$ cat config.mk
export PLATFORM = sky130hd
export DESIGN_NAME = least_rotation_finder
export DESIGN_NICKNAME = d
export VERILOG_FILES = /design/src/hw/rtl/lrf_pkg.sv /design/src/hw/rtl/lrf_ctrl.sv /design/src/hw/rtl/lrf_datapath.sv /design/src/hw/rtl/least_rotation_finder.sv
export SDC_FILE = /design/constraint.sdc
export NUM_CORES = 2
export LEC_CHECK = 0
export ABC_AREA = 1
export BUFFER_PORTS_ARGS = -buffer_cell sky130_fd_sc_hd__buf_2
export CAP_MARGIN = 20
export CELL_PAD_IN_SITES_DETAIL_PLACEMENT = 1
export CELL_PAD_IN_SITES_GLOBAL_PLACEMENT = 1
export CORE_MARGIN = 2
export CORE_UTILIZATION = 40
export CTS_BUF_LIST = sky130_fd_sc_hd__clkbuf_2 sky130_fd_sc_hd__clkbuf_4 sky130_fd_sc_hd__clkbuf_8
export CTS_CLUSTER_SIZE = 14
export DETAILED_ROUTE_END_ITERATION = 10
export PLACE_DENSITY_LB_ADDON = 0.12
export SLEW_MARGIN = 0
export SYNTH_ARGS = -nofsm -noshare
export SYNTH_HDL_FRONTEND = slang
export SYNTH_SLANG_ARGS = --single-unit
$ cat constraint.sdc
create_clock -name clk_i -period 6 [get_ports clk_i]
set_input_delay 0.3 -clock clk_i [delete_from_list [all_inputs] [get_ports clk_i]]
set_output_delay 0.3 -clock clk_i [all_outputs]
set_load 0.02 [all_outputs]
$ cat src/hw/rtl/lrf_pkg.sv
// ----------------------------------------------------------------------------
// lrf_pkg
// Shared types and constants of the least rotation finder: item payloads,
// controller states and the command/status bundles between the two halves.
// ----------------------------------------------------------------------------
`timescale 1ns / 1ps

package lrf_pkg;

  // default buffer depth
  localparam int unsigned MAX_LEN_DEF = 64;

  // element width
  localparam int unsigned DATA_W = 32;

  // input item
  typedef struct packed {
    logic signed [DATA_W-1:0] element;
    logic                     final_element;
  } in_item_t;

  // result item
  typedef struct packed {
    logic signed [DATA_W-1:0] rotated_element;
    logic                     final_result;
    logic                     overflowed;
  } out_item_t;

  // controller states
  typedef enum logic [2:0] {
    ST_IDLE,
    ST_SETUP,
    ST_CMP_RD,
    ST_CMP_EV,
    ST_OUT_INIT,
    ST_OUT_RD,
    ST_OUT_EMIT
  } state_e;

  // controller to datapath
  typedef struct packed {
    logic load;       // store the incoming item
    logic setup;      // start the offset search
    logic take_best;  // current offset becomes best
    logic next_off;   // advance to the next candidate offset
    logic next_k;     // advance both read pointers
    logic out_init;   // point at the best offset for readout
    logic rd;         // read the buffer at both pointers
    logic emit;       // present one result
    logic clear;      // sequence done, empty the buffer
  } cmd_t;

  // datapath to controller
  typedef struct packed {
    logic n_one;     // only one stored element
    logic lt;        // candidate element below best element
    logic gt;        // candidate element above best element
    logic k_last;    // position is the last of the sequence
    logic off_last;  // candidate offset is the last one
  } sts_t;

endpackage

$ cat src/hw/rtl/lrf_ctrl.sv
// ----------------------------------------------------------------------------
// lrf_ctrl
// Sequencer of the least rotation finder: load, offset search, readout.
// ----------------------------------------------------------------------------
`timescale 1ns / 1ps

module lrf_ctrl (
  input  logic            clk_i,
  input  logic            rst_ni,
  input  logic            start,
  input  logic            final_i,
  input  lrf_pkg::sts_t   sts_i,
  output lrf_pkg::cmd_t   cmd_o,
  output logic            busy
);

  lrf_pkg::state_e state_q, state_d;

  // state register
  always_ff @(posedge clk_i or negedge rst_ni) begin
    if (!rst_ni) begin
      state_q <= lrf_pkg::ST_IDLE;
    end else begin
      state_q <= state_d;
    end
  end

  // next state
  always_comb begin
    state_d = state_q;
    case (state_q)
      lrf_pkg::ST_IDLE: begin
        if (start && final_i) state_d = lrf_pkg::ST_SETUP;
      end
      lrf_pkg::ST_SETUP: begin
        state_d = sts_i.n_one ? lrf_pkg::ST_OUT_INIT : lrf_pkg::ST_CMP_RD;
      end
      lrf_pkg::ST_CMP_RD: begin
        state_d = lrf_pkg::ST_CMP_EV;
      end
      lrf_pkg::ST_CMP_EV: begin
        if (sts_i.lt || sts_i.gt || sts_i.k_last) begin
          state_d = sts_i.off_last ? lrf_pkg::ST_OUT_INIT : lrf_pkg::ST_CMP_RD;
        end else begin
          state_d = lrf_pkg::ST_CMP_RD;
        end
      end
      lrf_pkg::ST_OUT_INIT: begin
        state_d = lrf_pkg::ST_OUT_RD;
      end
      lrf_pkg::ST_OUT_RD: begin
        state_d = lrf_pkg::ST_OUT_EMIT;
      end
      lrf_pkg::ST_OUT_EMIT: begin
        state_d = sts_i.k_last ? lrf_pkg::ST_IDLE : lrf_pkg::ST_OUT_RD;
      end
      default: begin
        state_d = lrf_pkg::ST_IDLE;
      end
    endcase
  end

  // commands
  always_comb begin
    cmd_o = '0;
    busy  = 1'b1;
    case (state_q)
      lrf_pkg::ST_IDLE: begin
        busy       = 1'b0;
        cmd_o.load = start;
      end
      lrf_pkg::ST_SETUP: begin
        cmd_o.setup = 1'b1;
      end
      lrf_pkg::ST_CMP_RD: begin
        cmd_o.rd = 1'b1;
      end
      lrf_pkg::ST_CMP_EV: begin
        // a decided compare or a full tie ends this candidate
        cmd_o.take_best = sts_i.lt;
        cmd_o.next_off  = sts_i.lt || sts_i.gt || sts_i.k_last;
        cmd_o.next_k    = !(sts_i.lt || sts_i.gt || sts_i.k_last);
      end
      lrf_pkg::ST_OUT_INIT: begin
        cmd_o.out_init = 1'b1;
      end
      lrf_pkg::ST_OUT_RD: begin
        cmd_o.rd = 1'b1;
      end
      lrf_pkg::ST_OUT_EMIT: begin
        cmd_o.emit   = 1'b1;
        cmd_o.next_k = 1'b1;
        cmd_o.clear  = sts_i.k_last;
      end
      default: begin
        cmd_o = '0;
      end
    endcase
  end

endmodule

$ cat src/hw/rtl/lrf_datapath.sv
// ----------------------------------------------------------------------------
// lrf_datapath
// Element buffer with two registered read ports, offset and position
// counters, signed element compare and result formatting.
// ----------------------------------------------------------------------------
`timescale 1ns / 1ps

module lrf_datapath #(
  parameter int unsigned MaxLen = lrf_pkg::MAX_LEN_DEF
) (
  input  logic               clk_i,
  input  logic               rst_ni,
  input  lrf_pkg::in_item_t  in_item_i,
  input  lrf_pkg::cmd_t      cmd_i,
  output lrf_pkg::sts_t      sts_o,
  output lrf_pkg::out_item_t out_item_o,
  output logic               out_strobe_o
);

  localparam int unsigned AW = (MaxLen > 1) ? $clog2(MaxLen) : 1;
  localparam int unsigned CW = $clog2(MaxLen + 1);

  logic [lrf_pkg::DATA_W-1:0] mem_q [MaxLen];
  logic [lrf_pkg::DATA_W-1:0] rd_a_q, rd_b_q;

  logic [CW-1:0] count_q, count_d;
  logic          drop_q, drop_d;
  logic [CW-1:0] k_q, k_d;
  logic [AW-1:0] off_q, off_d;
  logic [AW-1:0] best_q, best_d;
  logic [AW-1:0] pa_q, pa_d;
  logic [AW-1:0] pb_q, pb_d;

  logic          full;
  logic [CW-1:0] pa_inc, pb_inc, off_inc;
  logic [AW-1:0] pa_wrap, pb_wrap;

  assign full = (count_q == CW'(MaxLen));

  // pointer steps, wrapped below the sequence length
  assign pa_inc  = CW'(pa_q) + CW'(1);
  assign pb_inc  = CW'(pb_q) + CW'(1);
  assign off_inc = CW'(off_q) + CW'(1);
  assign pa_wrap = (pa_inc == count_q) ? '0 : pa_inc[AW-1:0];
  assign pb_wrap = (pb_inc == count_q) ? '0 : pb_inc[AW-1:0];

  // status toward the controller
  assign sts_o.n_one    = (count_q == CW'(1));
  assign sts_o.lt       = $signed(rd_a_q) < $signed(rd_b_q);
  assign sts_o.gt       = $signed(rd_a_q) > $signed(rd_b_q);
  assign sts_o.k_last   = ((k_q + CW'(1)) == count_q);
  assign sts_o.off_last = (off_inc == count_q);

  // buffer write and registered reads
  always_ff @(posedge clk_i) begin
    if (cmd_i.load && !full) begin
      mem_q[count_q[AW-1:0]] <= in_item_i.element;
    end
    if (cmd_i.rd) begin
      rd_a_q <= mem_q[pa_q];
      rd_b_q <= mem_q[pb_q];
    end
  end

  // counter next values
  always_comb begin
    count_d = count_q;
    drop_d  = drop_q;
    k_d     = k_q;
    off_d   = off_q;
    best_d  = best_q;
    pa_d    = pa_q;
    pb_d    = pb_q;
    if (cmd_i.load) begin
      if (full) begin
        drop_d = 1'b1;
      end else begin
        count_d = count_q + CW'(1);
      end
    end
    if (cmd_i.setup) begin
      best_d = '0;
      off_d  = AW'(1);
      pa_d   = AW'(1);
      pb_d   = '0;
      k_d    = '0;
    end
    if (cmd_i.next_k) begin
      k_d  = k_q + CW'(1);
      pa_d = pa_wrap;
      pb_d = pb_wrap;
    end
    if (cmd_i.take_best) begin
      best_d = off_q;
    end
    if (cmd_i.next_off) begin
      off_d = off_inc[AW-1:0];
      pa_d  = off_inc[AW-1:0];
      pb_d  = cmd_i.take_best ? off_q : best_q;
      k_d   = '0;
    end
    if (cmd_i.out_init) begin
      pa_d = best_q;
      pb_d = best_q;
      k_d  = '0;
    end
    if (cmd_i.clear) begin
      count_d = '0;
      drop_d  = 1'b0;
    end
  end

  // control registers
  always_ff @(posedge clk_i or negedge rst_ni) begin
    if (!rst_ni) begin
      count_q <= '0;
      drop_q  <= 1'b0;
    end else begin
      count_q <= count_d;
      drop_q  <= drop_d;
    end
  end

  // search registers
  always_ff @(posedge clk_i) begin
    k_q    <= k_d;
    off_q  <= off_d;
    best_q <= best_d;
    pa_q   <= pa_d;
    pb_q   <= pb_d;
  end

  // result item
  assign out_strobe_o               = cmd_i.emit;
  assign out_item_o.rotated_element = rd_a_q;
  assign out_item_o.final_result    = sts_o.k_last;
  assign out_item_o.overflowed      = drop_q;

endmodule

$ cat src/hw/rtl/least_rotation_finder.sv
// While idle, one item is loaded per cycle that start is high. After the
// final item: a setup state, then per element compare a read state (the
// single buffer read stage feeding the compare) and an evaluate state, then
// a state to point at the best offset, and per result a read and emit state.
// Throughput: one sequence at a time; busy stays high from the final item to
// the last result, which the receiver must take as it appears.
// ----------------------------------------------------------------------------
// least_rotation_finder
// Loads a sequence of signed elements and emits its lexicographically
// smallest cyclic rotation, earliest offset on a tie. Reset clears the
// controller, element count and drop flag; the buffer is not cleared.
// ----------------------------------------------------------------------------
`timescale 1ns / 1ps

module least_rotation_finder #(
  parameter int unsigned MaxLen = lrf_pkg::MAX_LEN_DEF
) (
  input  logic               clk_i,
  input  logic               rst_ni,
  input  logic               start,
  output logic               busy,
  input  lrf_pkg::in_item_t  in_item_i,
  output lrf_pkg::out_item_t out_item_o,
  output logic               out_strobe_o
);

  lrf_pkg::cmd_t cmd;
  lrf_pkg::sts_t sts;

  // sequencer
  lrf_ctrl u_ctrl (
    .clk_i   (clk_i),
    .rst_ni  (rst_ni),
    .start   (start),
    .final_i (in_item_i.final_element),
    .sts_i   (sts),
    .cmd_o   (cmd),
    .busy    (busy)
  );

  // buffer and compare
  lrf_datapath #(
    .MaxLen (MaxLen)
  ) u_datapath (
    .clk_i        (clk_i),
    .rst_ni       (rst_ni),
    .in_item_i    (in_item_i),
    .cmd_i        (cmd),
    .sts_o        (sts),
    .out_item_o   (out_item_o),
    .out_strobe_o (out_strobe_o)
  );

endmodule

-- Word-level counts from Yosys, hierarchy flattened
Memory sizes are Yosys's and may differ from the RTL's. A register that Yosys moved wholly into a read port is not among the register bits.
Cells that the tools add are included.
- $add $sub $neg: 5
- order comparisons: 2
- equal/unequal tests: 14
- multiplexer cells: 37
- reductions and logical operators: 17
- operators with widths (kind ; number):
    6-bit 2-to-1 mux ; 13
    7-bit 2-to-1 mux ; 5
    32-bit greater-than comparator ; 1
    32-bit less-than comparator ; 1
    7-bit == test ; 4
    6-bit by 1-bit adder with 7-bit output, second input constant ; 3
    3-bit case mux with 7 select lines ; 1
    3-bit 2-to-1 mux ; 5
    7-bit by 1-bit adder with 7-bit output, second input constant ; 2
    1-bit 2-to-1 mux ; 10
    2-bit nonzero test ; 5
    3-bit == test, second input constant ; 3
    7-bit by 1-bit == test with 1-bit output, second input constant ; 1
    7-bit == test, second input constant ; 1
    3-bit by 2-bit == test with 1-bit output, second input constant ; 2
    2-bit 2-to-1 mux ; 2
    2-bit AND reduction ; 2
    4-bit nonzero test ; 1
    2-bit OR reduction ; 2
    3-bit by 1-bit == test with 1-bit output, second input constant ; 1
    3-bit logical NOT ; 1
    1-bit logical AND ; 2
    1-bit logical NOT ; 2
    1-bit logical OR ; 2
    other kinds (3) ; 3
- flip-flop bits (word level): 42
- RAM bits: 2048
- bits of input ports: 36
- output and inout port bits: 36
- memories: 1
- memories (name ; words ; bits a word ; read ports ; clocked after Yosys merged registers in ; write ports ; line ; text):
    u_datapath.mem_q ; 64 ; 32 ; 2 ; 2 ; 1 ; lrf_datapath.sv:23 ; logic [lrf_pkg::DATA_W-1:0] mem_q [MaxLen];

-- Depth between registers and ports, before layout
- word-level depth: 8
- gate-level depth with buffers: 21

-- By module
A second synthesis with hierarchy kept.
- cell total of the unflattened synthesis: 10857
- area, all modules: 106140.5 µm²
- modules (own cells, without submodules) (module ; times used ; cells each ; area each (µm²)):
    lrf_datapath ; 1 ; 10809 ; 105857.8
    lrf_ctrl ; 1 ; 48 ; 282.8

-- Worst setup path after synthesis
Ideal clock, no wire load.
- path kind: flip-flop to flip-flop
- start: reg u_ctrl.state_q[0]
- end: reg u_datapath.rd_a_q[0] in the netlist's numbering, read port of u_datapath.mem_q (enable)
- setup time: 577 ps
- arrival time: 5178 ps
- slack: 246 ps
- stages on the path, launching flop included: 5
- path buffers: 0
- clock period less this slack: 5754 ps
- cells stage by stage: dfrtp_1 > inv_1 > nor2_1 > inv_1 > o21ai_0
- RTL lines (what ; line ; text):
    start: declaration ; lrf_ctrl.sv:17 ; lrf_pkg::state_e state_q, state_d;
    start signal: assignment ; lrf_ctrl.sv:22 ; state_q <= lrf_pkg::ST_IDLE;
    start signal: assignment ; lrf_ctrl.sv:24 ; state_q <= state_d;
    end: declaration ; lrf_datapath.sv:24 ; logic [lrf_pkg::DATA_W-1:0] rd_a_q, rd_b_q;

-- Worst setup path after layout
- start: reg u_datapath.count_q[0]
- end: mem u_datapath.mem_q[3][0] in the netlist's numbering (enable)
- cells in the longest elaborated chain, start to end: 5
- ends and longest elaborated chain (what ; line ; text):
    start: declaration ; lrf_datapath.sv:26 ; logic [CW-1:0] count_q, count_d;
    start signal: assignment ; lrf_datapath.sv:119 ; count_q <= count_d;
    7-bit == test ; lrf_datapath.sv:38 ; assign full = (count_q == CW'(MaxLen));
    1-bit logical NOT ; lrf_datapath.sv:56 ; if (cmd_i.load && !full) begin
    1-bit logical AND ; lrf_datapath.sv:56 ;
    1-bit 2-to-1 mux ; lrf_datapath.sv:56 ;
    1-bit 2-to-1 mux (implied by the code) ; lrf_datapath.sv:57 ; mem_q[count_q[AW-1:0]] <= in_item_i.element;
    end: declaration ; lrf_datapath.sv:23 ;
Parallel ways exist; a longest one is shown, timed or not.

==> flow_summary.yaml <==
global_routing:
  antenna_found_initial: 27
  grt_pass1_vias: 92104
  overflow: 0
  grt_max_degree: 155
  grt_pass1_wl_um: 670000
  track_usage_pct: 35.0
route:
  drt-met1-wl_um: 188000
  maxUsedRoutingLayer: "met5"
  drc: 0
  met3_length_um: 42800
  dr.pass1.iters: 6
  drt_iter0_markers: 11358
  wl_met2_um: 214000
  viasPerCell: 6.66
  finalWirelength_um: 476000
  num_vias: 91591
  ant_nets: 0
  wl_per_cell_um: 34.6
sta:
  setup_viol: 0
  period_needed_ns: 4.30
  finalMaxSlewViolations: 0
  tns_ns: 0
  min_period_over_period_pct: 71.7
  fmax_mhz: 232
  clock_skew_ns: 0.0884
  rsz0062_at_grt: "no"
  fin_ws_ns: 1.70
  final_hold_viol_count: 0
  max-slew-margin-rel_pct: 12.8
  worst_pin_slew_ns: 1.30
floorplanning:
  die_w_um: 512
  core_region_area_um2: 256000
  ios: 72
  die-height_um: 512
  dieArea_um2: 262000
  fp-row-count: 186
  start_util_pct: 40.2
place:
  pre_cts_ws_ns: 1.09
  io_buffers: 71
  dp_hpwl_um: 272000
  gp_congestion: 0.878
  dpl_cell_area_um2: 108000
final_layout:
  final_area_um2: 116000
  layout-drive-gt1-share_pct: 10.3
  final_common_cell: "nor2_1"
  layout_common_cells: "nor2_1 (2376), o21ai_0 (2303), edfxtp_1 (2136), o22ai_1 (933), nand2_1 (441)"
  final_nets: 10131
  area_growth_pct: 12.1
clock_network:
  root_buffer: "clkbuf_8"
  cts_sinks: 2154
  cts_tree: "built"
  cts_setup_buffers: 0
  clk_path_buf_depth: 4
  cts_resized: 0
  clk_pin_slew_worst_paths_ns: 0.07
  worstSkewPairLatency_ns: 1.14
  cts.htree.levels: 5
  cts-buffers-inserted: 390
logic_synthesis:
  netlist_area_um2: 103000
  synth_top_flop_cell: "edfxtp_1"
  synth.area.top_cells: "edfxtp_1 (62%), o21ai_0 (11%), nor2_1 (8.9%)"
  synth_top_area_share_pct: 62.2
  synth_fa_ha_area_share_pct: 0.473
  yosysSeqAreaShare_pct: 62.6
  synth_top_family_by_area: "compound AO/OA/AOI/OAI gates"
  synth_cell_types: 49
  synth_edf_count: 2136
  synth-seq-cells: 2154
  synth_compound_area_share_pct: 20.4
  syn_nets: 10222
  synth.avg_cell_area_um2: 10.2
  yosys.area.top_type: "edfxtp_1"
  synth_xor_area_share_pct: 0.144
  yosysWarningCount: 0
  syn-instance-count: 10147
  yosys.area_share.simple_pct: 12.2
  synth.mux.area_fraction_pct: 0
  async_flop_share_pct: 0.511
worst_setup_path:
  path_class: "reg -> reg"
  r2r_start: "u_datapath.count_q[0]"
  crit_family: "simple AND/OR/NAND/NOR gates"
  cp_data_required_time_ns: 6.68
  crit_slowest_cell: "nor3_1"
  crit_path_end_kind: "flop"
  startpoint: "u_datapath.count_q[0]"
  cp.arrival_ns: 4.98
  cp-start-kind: "flop"
  cp_cell_sequence: "clkinv_1 > nor3_1 > nand2_1 > nor2_4 > buf_4"
  cp_max_fo: 33
  cp_num_buf_inv: 2
  cp_slowest_stage_delay_ns: 1.11
outcome:
  status: "finished, final reports clean"
run:
  drv_cap: 0
power:
  power_density_nw_per_um2: 542
  irDropWorstVdd_v: 0.000634
  power.leakage_nw: 36.9
worst_hold_path:
  hold_class: "in -> reg"
  hold_path_startpoint: "in_item_i[15]"
==> final cells by class <==
cell class	instances	area [um^2]
fill	28007	141000
sequential	2154	64600
multi-input combinational	6984	34700
clock buffer	517	6350
tap	3384	4230
timing repair buffer	407	4090
clock inverter	183	1130
inverter	119	549
antenna	6	15.0
==> per-stage QoR <==
step | hold WS [ns] | instances | total power [W] | utilization [%]
floorplan | 0.00441 | 10147 | 0.0348 | -
global placement | 0.238 | 13001 | 0.0474 | 41.9
detailed placement | 0.237 | 13005 | 0.0480 | 42.0
CTS | 0.286 | 13743 | 0.0619 | 45.0
global route | 0.205 | 13751 | 0.0648 | 45.1
finish | 0.216 | 13754 | 0.0626 | 45.1
==> power by group <==
group | leakage [nW] | internal [W] | switching (W)
Combinational | 13.5 | 0.00755 | 0.0232
Clock | 3.98 | 0.00724 | 0.00673
Sequential | 19.4 | 0.0174 | 0.000529
Total | 36.9 | 0.0321 | 0.0305
==> logic make-up (layout without fill, tap and decap cells) <==
| group | count (synthesis) | in the layout |
|---|---|---|
| other cells | 0 | 6 |
| buf+inv | 1009 | 1226 |
| compound gates | 3735 | 3735 |
| fa+ha+maj | 39 | 39 |
| flops | 2154 | 2154 |
| xor+xnor | 17 | 17 |
| simple gates | 3193 | 3193 |
==> worst paths after layout <==
path | slack [ns] | endpoint | cells after the start
min | 0.22 | u_datapath.mem_q[23][14] | 2
max reg2reg | 1.70 | u_datapath.mem_q[3][0] | 5
min in group asynchronous | 0.29 | u_datapath.drop_q | 3
max in group asynchronous | 5.23 | u_datapath.count_q[3] | 3
min reg2reg | 0.53 | u_datapath.k_q[4] | 2
max | 1.70 | u_datapath.mem_q[3][0] | 5
==> state kept, by name, summed over array words and instances (netlist names) <==
signal and flops:
u_datapath.pb_q 6, u_datapath.off_q 6, u_datapath.best_q 6, u_datapath.rd_b_q 32
u_ctrl.state_q 3, u_datapath.drop_q 1, u_datapath.pa_q 6, u_datapath.k_q 7
u_datapath.rd_a_q 32, u_datapath.mem_q 2048, u_datapath.count_q 7
==> Yosys cell counts, types with 39 or more instances <==
cell	count
a31oi_1	39
edfxtp_1	2136
o22ai_1	933
buf_2	255
a21oi_1	123
nor2_1	2439
o211ai_1	55
o221ai_1	208
nand2_1	441
nand3_1	195
o21ai_0	2304
nand4_1	76
ha_1	39
inv_1	103
clkbuf_1	555
==> what timing repair did <==
item | in CTS | in global routing
setup endpoints to repair | 0 | 0
endpoints found under the hold margin | 1994 | 0
hold buffers | 38 | 0
==> worst reg2reg max path, stage by stage, from the launching register on <==
cell and delay (ns):
dfrtp_1 0.62, clkinv_1 0.36, nor3_1 1.11, nand2_1 0.70, nor2_4 0.21, buf_4 0.80
==> metal layers <==
layer / vias to the layer above / track usage (%)
li1: 37473 / -
met4: 16 / 20.7
met2: 5322 / 54.2
met1: 47380 / 46.2
met5: - / 0
met3: 1400 / 6.07
(Power assumes the default switching activity.)
